**src/rtl/kcee_pkg.sv**
```systemverilog
// Shared constants of the keypad change event encoder.
// No dependencies; used by the top level, the column store, the checker and the testbench.
package kcee_pkg;

  // Default keypad geometry.
  localparam int unsigned COLUMNS_DEF = 8;
  localparam int unsigned ROWS_DEF    = 8;

  // Fixed field widths of the words on the ports.
  localparam int unsigned COLUMN_W   = 3;
  localparam int unsigned ROW_BITS_W = 8;
  localparam int unsigned CODE_W     = 8;

  // Code distance between neighboring keys.
  localparam logic [CODE_W-1:0] KEY_STEP = 8'd2;

endpackage

```
**src/rtl/kcee_col_store.sv**
```systemverilog
// Per-column store of the last seen row bitmap, with the change mask of a scan.
// Depends on kcee_pkg for the defaults of its parameters.
module kcee_col_store #(
  parameter int unsigned COLUMNS = kcee_pkg::COLUMNS_DEF,
  parameter int unsigned ROWS    = kcee_pkg::ROWS_DEF,
  localparam int unsigned COL_W  = (COLUMNS > 1) ? $clog2(COLUMNS) : 1
) (
  input  logic             clk_i,
  input  logic             rst_ni,
  input  logic             we_i,
  input  logic [COL_W-1:0] col_i,
  input  logic [ROWS-1:0]  rows_i,
  output logic [ROWS-1:0]  changed_o
);

  logic [ROWS-1:0] prev_q [COLUMNS];

  // Rows whose state differs from the stored bitmap of this column.
  assign changed_o = rows_i ^ prev_q[col_i];

  // Store the new bitmap; reset means no key pressed.
  always_ff @(posedge clk_i or negedge rst_ni) begin
    if (!rst_ni) begin
      for (int c = 0; c < COLUMNS; c++) begin
        prev_q[c] <= '0;
      end
    end else if (we_i) begin
      prev_q[col_i] <= rows_i;
    end
  end

endmodule

```
**src/rtl/keypad_change_event_encoder.sv**
```systemverilog
// Top level of the keypad change event encoder: sequencer, code adder, output word.
// Depends on kcee_pkg and kcee_col_store.
//
//   channel | direction | handshake               | payload
//   --------+-----------+-------------------------+--------------------------------
//   in      | input     | in_valid_i / in_stall_o | column_i, row_bits_i
//   out     | output    | out_valid_o/out_stall_i | event_code_o, pressed_o, is_last_o
//   cfg     | input     | cfg_we_i                | cfg_wdata_i (event base)
//
// A scan is taken while the sequencer is idle; the row walk with its code adder then steps
// from row 0 up to the highest changed row, one row per step.
// The walk holds on a changed row while the output word is stalled.
// A scan of a column at or above COLUMNS, or without change, is taken but starts no walk.
// Reset clears the stored column bitmaps and the event base at once.
module keypad_change_event_encoder #(
  parameter int unsigned COLUMNS = kcee_pkg::COLUMNS_DEF,
  parameter int unsigned ROWS    = kcee_pkg::ROWS_DEF
) (
  input  logic                            clk_i,
  input  logic                            rst_ni,
  input  logic                            cfg_we_i,
  input  logic [kcee_pkg::CODE_W-1:0]     cfg_wdata_i,
  input  logic                            in_valid_i,
  output logic                            in_stall_o,
  input  logic [kcee_pkg::COLUMN_W-1:0]   column_i,
  input  logic [kcee_pkg::ROW_BITS_W-1:0] row_bits_i,
  output logic                            out_valid_o,
  input  logic                            out_stall_i,
  output logic [kcee_pkg::CODE_W-1:0]     event_code_o,
  output logic                            pressed_o,
  output logic                            is_last_o
);

  localparam int unsigned COL_W = (COLUMNS > 1) ? $clog2(COLUMNS) : 1;
  localparam int unsigned ROW_W = (ROWS > 1) ? $clog2(ROWS) : 1;
  localparam logic [kcee_pkg::CODE_W-1:0] COL_STEP = kcee_pkg::CODE_W'((2 * ROWS) % 256);
  localparam logic [kcee_pkg::COLUMN_W:0] COL_LIMIT = (kcee_pkg::COLUMN_W + 1)'(COLUMNS);

  typedef enum logic {
    ST_IDLE,
    ST_SCAN
  } state_e;

  state_e                      state_q;
  logic [kcee_pkg::CODE_W-1:0] base_q;
  logic [kcee_pkg::CODE_W-1:0] code_q;
  logic [ROW_W-1:0]            row_q;
  logic [ROWS-1:0]             pend_q;
  logic [ROWS-1:0]             rows_q;
  logic                        out_valid_q;
  logic [kcee_pkg::CODE_W-1:0] out_code_q;
  logic                        out_pressed_q;
  logic                        out_last_q;

  logic                        in_acc;
  logic                        col_ok;
  logic [ROWS-1:0]             rows_in;
  logic [ROWS-1:0]             changed;
  logic                        out_free;
  logic                        emit;
  logic [ROWS-1:0]             pend_rest;
  logic [kcee_pkg::CODE_W-1:0] code_step;
  logic [kcee_pkg::CODE_W-1:0] code_emit;
  logic [kcee_pkg::CODE_W-1:0] code_start;
  logic                        down;

  // Input side: a scan is taken only while the sequencer is idle.
  assign in_stall_o = (state_q != ST_IDLE);
  assign in_acc     = in_valid_i && !in_stall_o;
  assign col_ok     = {1'b0, column_i} < COL_LIMIT;
  assign rows_in    = row_bits_i[ROWS-1:0];

  kcee_col_store #(
    .COLUMNS (COLUMNS),
    .ROWS    (ROWS)
  ) u_col_store (
    .clk_i     (clk_i),
    .rst_ni    (rst_ni),
    .we_i      (in_acc && col_ok),
    .col_i     (column_i[COL_W-1:0]),
    .rows_i    (rows_in),
    .changed_o (changed)
  );

  // Code of the first key in the column, and the row walk adder.
  assign code_start = base_q + kcee_pkg::CODE_W'({5'b0, column_i} * COL_STEP);
  assign code_step  = code_q + kcee_pkg::KEY_STEP;
  assign down       = rows_q[row_q];
  assign code_emit  = code_q + {7'b0, !down};

  // Changed rows still to report once the current one is out.
  assign pend_rest = pend_q & ~(ROWS'(1) << row_q);
  assign out_free  = !out_valid_q || !out_stall_i;
  assign emit      = (state_q == ST_SCAN) && pend_q[row_q] && out_free;

  // Sequencer, event base and output word.
  always_ff @(posedge clk_i or negedge rst_ni) begin
    if (!rst_ni) begin
      state_q       <= ST_IDLE;
      base_q        <= '0;
      code_q        <= '0;
      row_q         <= '0;
      pend_q        <= '0;
      rows_q        <= '0;
      out_valid_q   <= 1'b0;
      out_code_q    <= '0;
      out_pressed_q <= 1'b0;
      out_last_q    <= 1'b0;
    end else begin
      if (cfg_we_i) begin
        base_q <= cfg_wdata_i;
      end
      if (emit) begin
        out_valid_q <= 1'b1;
      end else if (out_valid_q && !out_stall_i) begin
        out_valid_q <= 1'b0;
      end
      unique case (state_q)
        ST_IDLE: begin
          if (in_acc && col_ok && (changed != '0)) begin
            state_q <= ST_SCAN;
            pend_q  <= changed;
            rows_q  <= rows_in;
            row_q   <= '0;
            code_q  <= code_start;
          end
        end
        ST_SCAN: begin
          if (pend_q[row_q]) begin
            if (out_free) begin
              out_code_q    <= code_emit;
              out_pressed_q <= down;
              out_last_q    <= (pend_rest == '0);
              pend_q        <= pend_rest;
              if (pend_rest == '0) begin
                state_q <= ST_IDLE;
              end else begin
                row_q  <= row_q + ROW_W'(1);
                code_q <= code_step;
              end
            end
          end else begin
            row_q  <= row_q + ROW_W'(1);
            code_q <= code_step;
          end
        end
        default: begin
          state_q <= ST_IDLE;
        end
      endcase
    end
  end

  assign out_valid_o  = out_valid_q;
  assign event_code_o = out_code_q;
  assign pressed_o    = out_pressed_q;
  assign is_last_o    = out_last_q;

endmodule

```
**config.mk**
```make
export PLATFORM = sky130hd
export DESIGN_NAME = keypad_change_event_encoder
export DESIGN_NICKNAME = d
export VERILOG_FILES = /design/src/rtl/kcee_pkg.sv /design/src/rtl/kcee_col_store.sv /design/src/rtl/keypad_change_event_encoder.sv
export SDC_FILE = /design/constraint.sdc
export NUM_CORES = 1
export LEC_CHECK = 0
export ABC_AREA = 1
export BUFFER_PORTS_ARGS = -buffer_cell sky130_fd_sc_hd__buf_2
export CAP_MARGIN = 20
export CORE_MARGIN = 1
export CORE_UTILIZATION = 36
export DETAILED_ROUTE_END_ITERATION = 12
export PLACE_DENSITY = 0.56
export RECOVER_POWER = 50
export SYNTH_ARGS = -nofsm -noshare
export SYNTH_HDL_FRONTEND = slang
export SYNTH_HIERARCHICAL = 1
export SYNTH_SLANG_ARGS = --single-unit
```
**constraint.sdc**
```tcl
create_clock -name clk_i -period 2.7 [get_ports clk_i]
set_input_delay 0.81 -clock clk_i [delete_from_list [all_inputs] [get_ports clk_i]]
set_output_delay 0.81 -clock clk_i [all_outputs]
set_load 0.02 [all_outputs]
```
==> metrics.md, run 1 <==
| Metric | Value |
|---|---|
| Htree depth | `3` |
| Simple logic cell fraction of the synthesized area | `28.6%` |
| Adder-cell share of the synthesized area | `2.89%` |
| YS warnings | `6` |
| Hold Crit Class | `flip-flop to flip-flop` |
| Ant diodes | `0` |
| Post-CTS Setup Inserts | `0` |
| XOR/XNOR Fraction of Synth Area | `0.745%` |
| Crit end category | `flip-flop` |
| WHS | `0.476 ns` |
| Antenna-violating nets left | `0` |
| Via count | `4895` |
| Layout cells sized above 1 | `11.7%` |
| Largest family of logic cells by synthesized area | `simple AND/OR/NAND/NOR gates` |
| Clock skew | `0.0107 ns` |
| Routed WL | `15.1 mm` |
| GRT overflow | `0` |
| Critical-path top delay cell | `dfrtp_1` |
| Worst Tran Pin Value | `1.58 ns` |
| Final core utilization | `42.0%` |
| 1st-pass router iterations | `5` |
| Pwr Density | `1070 nW/µm²` |
| Max Root-Sink Buffers | `2` |
| Total GRT Usage | `19.9%` |
| Post-Syn Instances | `769` |
| CTS sink count | `111` |
| Core Footprint | `15900 µm²` |
| Outcome | `finished with violations` |
| CTS tree | `done` |
| Leak | `3.49 nW` |
| Area delta synth->final | `13.6%` |
| Syn nets | `806` |
| VDD IR-drop max | `0.000469 V` |
| Arr. time, crit path | `2.64 ns` |
| Crit path max-delay family | `flip-flops` |
| Initial core utilization | `37.0%` |
| Setup CP Type | `flip-flop to flip-flop` |
| CTS Buf Count | `9` |
| # rows | `46` |
| Ports | `36` |
| Final setup viols | `0` |
| Max FO, Critical Path | `12` |
| Max_cap viols | `1` |
| Root Buffer | `clkbuf_16` |
| Ys async rst share | `100%` |
| Post-synthesis mux area share | `2.28%` |
| CP max stage delay | `0.64 ns` |
| Sequential fraction of the synthesis area | `47.3%` |
| Clock transition at path regs | `0.07 ns` |
| Achievable Freq | `416 MHz` |
| Antenna violations before repair | `0` |
| Buffers on Ports | `35` |
| Die Height | `130 µm` |
| Mapped Avg Cell Area | `7.64 µm²` |
| Routed len/inst | `14.7 µm` |
| Minimum clock period after layout | `2.40 ns` |
| Synth Register Bits | `111` |
| CP Data Required Time | `2.94 ns` |
| Final Power | `0.00713 W` |
| Post-CTS sizing | `0` |
| Vias in the first global route | `4683` |
| Leading register cell type out of synthesis | `dfrtp_1` |
| Slew margin rel. | `-5.40%` |
| Critical Path, Cell by Cell | `inv_4 -> o21ai_0 -> o22ai_1 -> nand2_1 -> o21ai_0 -> inv_1 -> ha_1 -> ha_1 -> nand3_1 -> nor2_1 -> xor2_1 -> o21ai_1` |
| Hold-fix buffers, CTS | `0` |
| Post-synth EDFFs | `0` |
| Largest net degree at the start of global routing | `112` |
| Initial DRC Count | `325` |
| Endpoints failing hold | `0` |
| Compound-Gate Fraction of Synth Area | `9.73%` |
| Later-pin clock latency in the skew report | `0.36 ns` |
| Drt drc | `0` |
| First-pass GRT wire length | `25.3 mm` |
| Die X | `130 µm` |
| Slew Viols, Final | `112` |
| Vias per cell | `4.75` |
| DP HPWL | `10.5 mm` |
| Cell Area, Synth | `5880 µm²` |
| Nets | `847` |
| RSZ-0062 raised after global routing | `no` |
| Die Footprint | `16800 µm²` |
| Failing checks | `capacitance limit, slew limit` |
| Crit share post-route | `89.0%` |
| Critical path startpoint category | `flip-flop` |
| Worst Path Buf+Inv | `2` |
| GPL Wtd Cong | `0.824` |
| Unique cell type count in the Yosys netlist | `33` |
[state kept, by name (all words and copies together), names as in the netlist]
register and cells:
pressed_o 1, pend_q 8, is_last_o 1, in_stall_o 1, row_q 3, rows_q 8
base_q 8, event_code_o 8, out_valid_o 1, u_col_store/prev_q 64, code_q 8
[stage by stage]
stage / instance area, µm² / setup slack, ns / setup TNS, ns / instances
2_1_floorplan: 5880 / 0.122 / 0 / 769
3_3_place_gp: 6380 / 0.0107 / 0 / 1015
3_5_place_dp: 6380 / -0.000658 / -0.000658 / 1015
4_1_cts: 6690 / 0.291 / 0 / 1030
5_1_grt: 6680 / 0.0258 / 0 / 1030
6_report: 6680 / 0.298 / 0 / 1030
[per-layer routing]
metal | share of wire [%] | vias up | wire, µm | GRT usage, %
li1 | - | 2505 | - | -
met2 | 44 | 90 | 6640 | 30.0
met1 | 50 | 2281 | 7620 | 29.1
met5 | 0 | - | 0 | 0
met3 | 4.0 | 19 | 606 | 3.32
met4 | 1.7 | 0 | 262 | 5.81
[path summary, 6_finish.rpt]
kind	start	end	slack (ns)	cells past startpoint
hold / removal	event_code_o[1]	event_code_o[1]	0.48	2
setup reg to reg	row_q[0]	event_code_o[6]	0.30	12
max in group asynchronous	rst_ni	u_col_store/prev_q[32]	0.73	2
hold reg to reg	event_code_o[1]	event_code_o[1]	0.48	2
setup / recovery	row_q[0]	event_code_o[6]	0.30	12
min in group asynchronous	rst_ni	u_col_store/prev_q[63]	0.92	2
[worst register-to-register path: cells and delay by family (launching register included)]
kind                     cells  cell delay, ns
adder cells (fa/ha/maj)      2            0.50
XOR/XNOR                     1            0.18
AO/OA/AOI/OAI                4            0.46
buffers and inverters        2            0.22
AND/OR/NAND/NOR              3            0.28
flip-flops                   1            0.64
[where the power goes]
part | internal [W] | switching, W
clock | 0.000733 | 0.000650
combinational | 0.00106 | 0.00175
sequential | 0.00242 | 0.000514
[area by class of cell]
cell class              count  area (µm²)
fillers                  1709        9210
clock inverters             6        80.1
well taps                 216         270
inverters                  87         329
multi-input cells         544        2600
flip-flops and latches    111        2780
repair buffers             57         392
clock buffers               9         225
[cell usage in the layout, fill, tap and decap left out, types with 2 or more instances in the layout]
cell type,netlist,layout
nand4_1,3,3
o21ai_0,89,89
nand2_2,5,5
o22ai_1,2,2
inv_1,81,81
nand3_1,45,45
nor2_1,20,20
xnor2_1,2,2
clkbuf_16,0,9
o21ai_1,12,12
xor2_1,3,3
mux2_2,4,4
buf_2,15,33
dfrtp_1,111,111
nand2_1,318,318
a31oi_1,3,3
mux2_1,7,7
nand2_8,2,2
inv_2,5,5
clkbuf_4,0,2
nand3_4,2,2
buf_4,3,17
buf_12,0,4
ha_1,12,12
a21oi_1,7,7
[logic make-up after synthesis]
kind of cell	count (synthesis)
and+or+nand+nor	401
DFF	111
xor gates and xnor gates	5
buffers and inverters	114
adders and majority gates	13
muxes	12
AOI/OAI and AO/OA	113
[synth_stat cells, types with 5 or more instances]
cell type | n | area, µm²
nand3_1 | 45 | 225
nand2_2 | 5 | 31.3
nand2_1 | 318 | 1190
mux2_1 | 7 | 78.8
nor2_1 | 20 | 75.1
o21ai_1 | 12 | 60.1
ha_1 | 12 | 150
inv_2 | 5 | 18.8
dfrtp_1 | 111 | 2780
a21oi_1 | 7 | 35.0
o21ai_0 | 89 | 445
inv_1 | 81 | 304
buf_6 | 5 | 56.3
buf_2 | 15 | 75.1
No activity file was read; power rests on OpenSTA's default activity.
==> run 2: changes to the inputs <==
--- a/config.mk
+++ b/config.mk
@@ -13,6 +13,7 @@
 export DETAILED_ROUTE_END_ITERATION = 12
 export PLACE_DENSITY = 0.56
 export RECOVER_POWER = 50
+export SETUP_SLACK_MARGIN = 0.5
 export SYNTH_ARGS = -nofsm -noshare
 export SYNTH_HDL_FRONTEND = slang
 export SYNTH_HIERARCHICAL = 1
==> metrics.md, run 2 (synthesized netlist as in run 1, its figures left out) <==
| Metric | Value |
|---|---|
| Core Footprint | `15900 µm² (unchanged)` |
| CP max stage delay | `0.30 ns (was 0.64 ns)` |
| Pwr Density | `1050 nW/µm² (was 1070 nW/µm²)` |
| Drt drc | `0 (unchanged)` |
| Via count | `5041 (was 4895)` |
| GPL Wtd Cong | `0.838 (was 0.824)` |
| Final Power | `0.00760 W (was 0.00713 W)` |
| CP Data Required Time | `2.94 ns (about the same)` |
| Outcome | `finished, final reports clean (was finished with violations)` |
| CTS sink count | `111 (unchanged)` |
| Total GRT Usage | `19.0% (was 19.9%)` |
| Achievable Freq | `459 MHz (was 416 MHz)` |
| Worst Tran Pin Value | `1.48 ns (was 1.58 ns)` |
| Max_cap viols | `0 (was 1)` |
| Die Height | `130 µm (unchanged)` |
| Vias per cell | `4.79 (was 4.75)` |
| Ant diodes | `0 (unchanged)` |
| Most frequent cells in the layout | `nand2_1, dfrtp_1, o21ai_0, inv_1, nand2_2 (was nand2_1, dfrtp_1, o21ai_0, inv_1, nand3_1)` |
| Arr. time, crit path | `2.42 ns (was 2.64 ns)` |
| Max Root-Sink Buffers | `2 (unchanged)` |
| Cell repeated most along the worst path | `nand2_2` |
| Endpoints failing hold | `0 (unchanged)` |
| Fill cells | `1626 (was 1709)` |
| Critical path startpoint category | `input pin (was flip-flop)` |
| WHS | `0.479 ns (was 0.476 ns)` |
| GRT overflow | `0 (unchanged)` |
| Leak | `3.69 nW (was 3.49 nW)` |
| Max FFs per register | `64 (unchanged)` |
| Hold Crit Class | `flip-flop to flip-flop (unchanged)` |
| Design area | `7240 µm² (was 6680 µm²)` |
| Initial core utilization | `37.0% (unchanged)` |
| 1st-pass router iterations | `5 (unchanged)` |
| Critical Path, Cell by Cell | `buf_16 -> buf_12 -> nand2_2 -> nand2_2 -> nand2_2 -> nand2_4 -> nand2_4 -> nand2_2 -> nand2_2 -> nand2_2 -> nor2_1 -> nand4_1 -> nand2_2 -> buf_12 -> mux2_4 (was inv_4 -> o21ai_0 -> o22ai_1 -> nand2_1 -> o21ai_0 -> inv_1 -> ha_1 -> ha_1 -> nand3_1 -> nor2_1 -> xor2_1 -> o21ai_1)` |
| Minimum clock period after layout | `2.18 ns (was 2.40 ns)` |
| Nets | `869 (was 847)` |
| Initial DRC Count | `425 (was 325)` |
| Antenna violations before repair | `0 (unchanged)` |
| Placed cell area | `6420 µm² (was 6380 µm²)` |
| Final worst slack | `0.521 ns (was 0.298 ns)` |
| Pre-CTS setup slack | `-0.0219 ns (was -0.000658 ns)` |
| Routed WL | `15.5 mm (was 15.1 mm)` |
| Most common cell after layout, fill and taps aside | `nand2_1 (unchanged)` |
| Worst Path Buf+Inv | `3 (was 2)` |
| Slew Viols, Final | `0 (was 112)` |
| Setup CP Type | `input pin to flip-flop (was flip-flop to flip-flop)` |
| Htree depth | `3 (unchanged)` |
| RSZ-0062 raised after global routing | `yes (was no)` |
| Critical-path top delay cell | `mux2_4 (was dfrtp_1)` |
| Buffers on Ports | `35 (unchanged)` |
| Ports | `36 (unchanged)` |
| Die Footprint | `16800 µm² (unchanged)` |
| Root Buffer | `clkbuf_16 (unchanged)` |
| Crit share post-route | `80.7% (was 89.0%)` |
| Later-pin clock latency in the skew report | `0.37 ns (was 0.36 ns)` |
| Max FO, Critical Path | `7 (was 12)` |
| # rows | `46 (unchanged)` |
| CTS tree | `done (unchanged)` |
| Die X | `130 µm (unchanged)` |
| Clock transition at path regs | `0.08 ns (was 0.07 ns)` |
| VDD IR-drop max | `0.000395 V (was 0.000469 V)` |
| Reg with most FFs | `u_col_store/prev_q (unchanged)` |
| Vias in the first global route | `4632 (was 4683)` |
| Crit end category | `flip-flop (unchanged)` |
| CTS Buf Count | `9 (unchanged)` |
| Slew margin rel. | `1.40% (was -5.40%)` |
| Crit path max-delay family | `simple AND/OR/NAND/NOR gates (was flip-flops)` |
| Area delta synth->final | `23.2% (was 13.6%)` |
| Routed len/inst | `14.7 µm (about the same)` |
| Largest net degree at the start of global routing | `59 (was 112)` |
| First-pass GRT wire length | `24.2 mm (was 25.3 mm)` |
| Final setup viols | `0 (unchanged)` |
| Layout cells sized above 1 | `23.5% (was 11.7%)` |
| DP HPWL | `10.5 mm (about the same)` |
| Antenna-violating nets left | `0 (unchanged)` |
| Clock skew | `0.0158 ns (was 0.0107 ns)` |
==> run 2: cell types whose count changed in the layout (fill, tap and decap cells not counted), moves of 6 or more <==
cell / delta
nand2_2: +36
nand3_1: -13
mux2_4: +8
mux2_1: -7
inv_1: -6
nand3_2: +13
nand2_4: +8
buf_4: +10
nand2_1: -43
==> run 2: power breakdown <==
group	internal, W	total, W	switching, W
clock	0.000637	0.00130	0.000662
combinational	0.00136	0.00335	0.00198
sequential	0.00243	0.00295	0.000528
total	0.00443	0.00760	0.00317
==> run 2: cell type report <==
type                    count  area (µm²)  area share (%)
multi-input cells         547        2920            40.4
repair inverters            2        22.5           0.311
clock inverters             7        56.3           0.778
repair buffers             74         599            8.28
flip-flops and latches    111        2780            38.4
well taps                 216         270            3.73
clock buffers               9         225            3.11
inverters                  87         363            5.01
==> run 2: timing repair <==
action                     CTS  global route
setup endpoints to repair   30            34
cloned                       1             6
hold buffers                 0             0
buffers inserted             1            12
pin swaps                    1            51
gates resized for setup     12           102
==> run 2: tightest hold or removal path, delay by kind of cell, from the launching register on <==
| kind | cells | cell delay [ns] |
|---|---|---|
| simple gates | 2 | 0.10 |
| flops | 1 | 0.35 |
==> run 2: per-layer routing <==
layer | part of all wire, % | GRT usage, %
met5 | 0 | 0
met4 | 1.3 | 4.92
met3 | 4.0 | 3.49
met2 | 45 | 29.9
met1 | 49 | 26.8
==> run 2: final timing paths <==
path	start	end	slack (ns)	cells past startpoint
hold reg to reg	event_code_o[5]	event_code_o[5]	0.48	2
max in group asynchronous	rst_ni	row_q[0]	0.81	2
hold / removal	event_code_o[5]	event_code_o[5]	0.48	2
min in group asynchronous	rst_ni	pend_q[3]	0.84	2
setup reg to reg	row_q[0]	event_code_o[6]	0.59	13
setup / recovery	column_i[0]	rows_q[0]	0.52	15
==> run 2: through the flow <==
stage,utilization (%),std cells,TNS [ns]
finish,45.6,1053,0
global route,45.6,1053,0
CTS,42.5,1035,0
detailed placement,40.4,1017,-0.0410
global placement,40.4,1017,-0.00623
floorplan,-,769,0
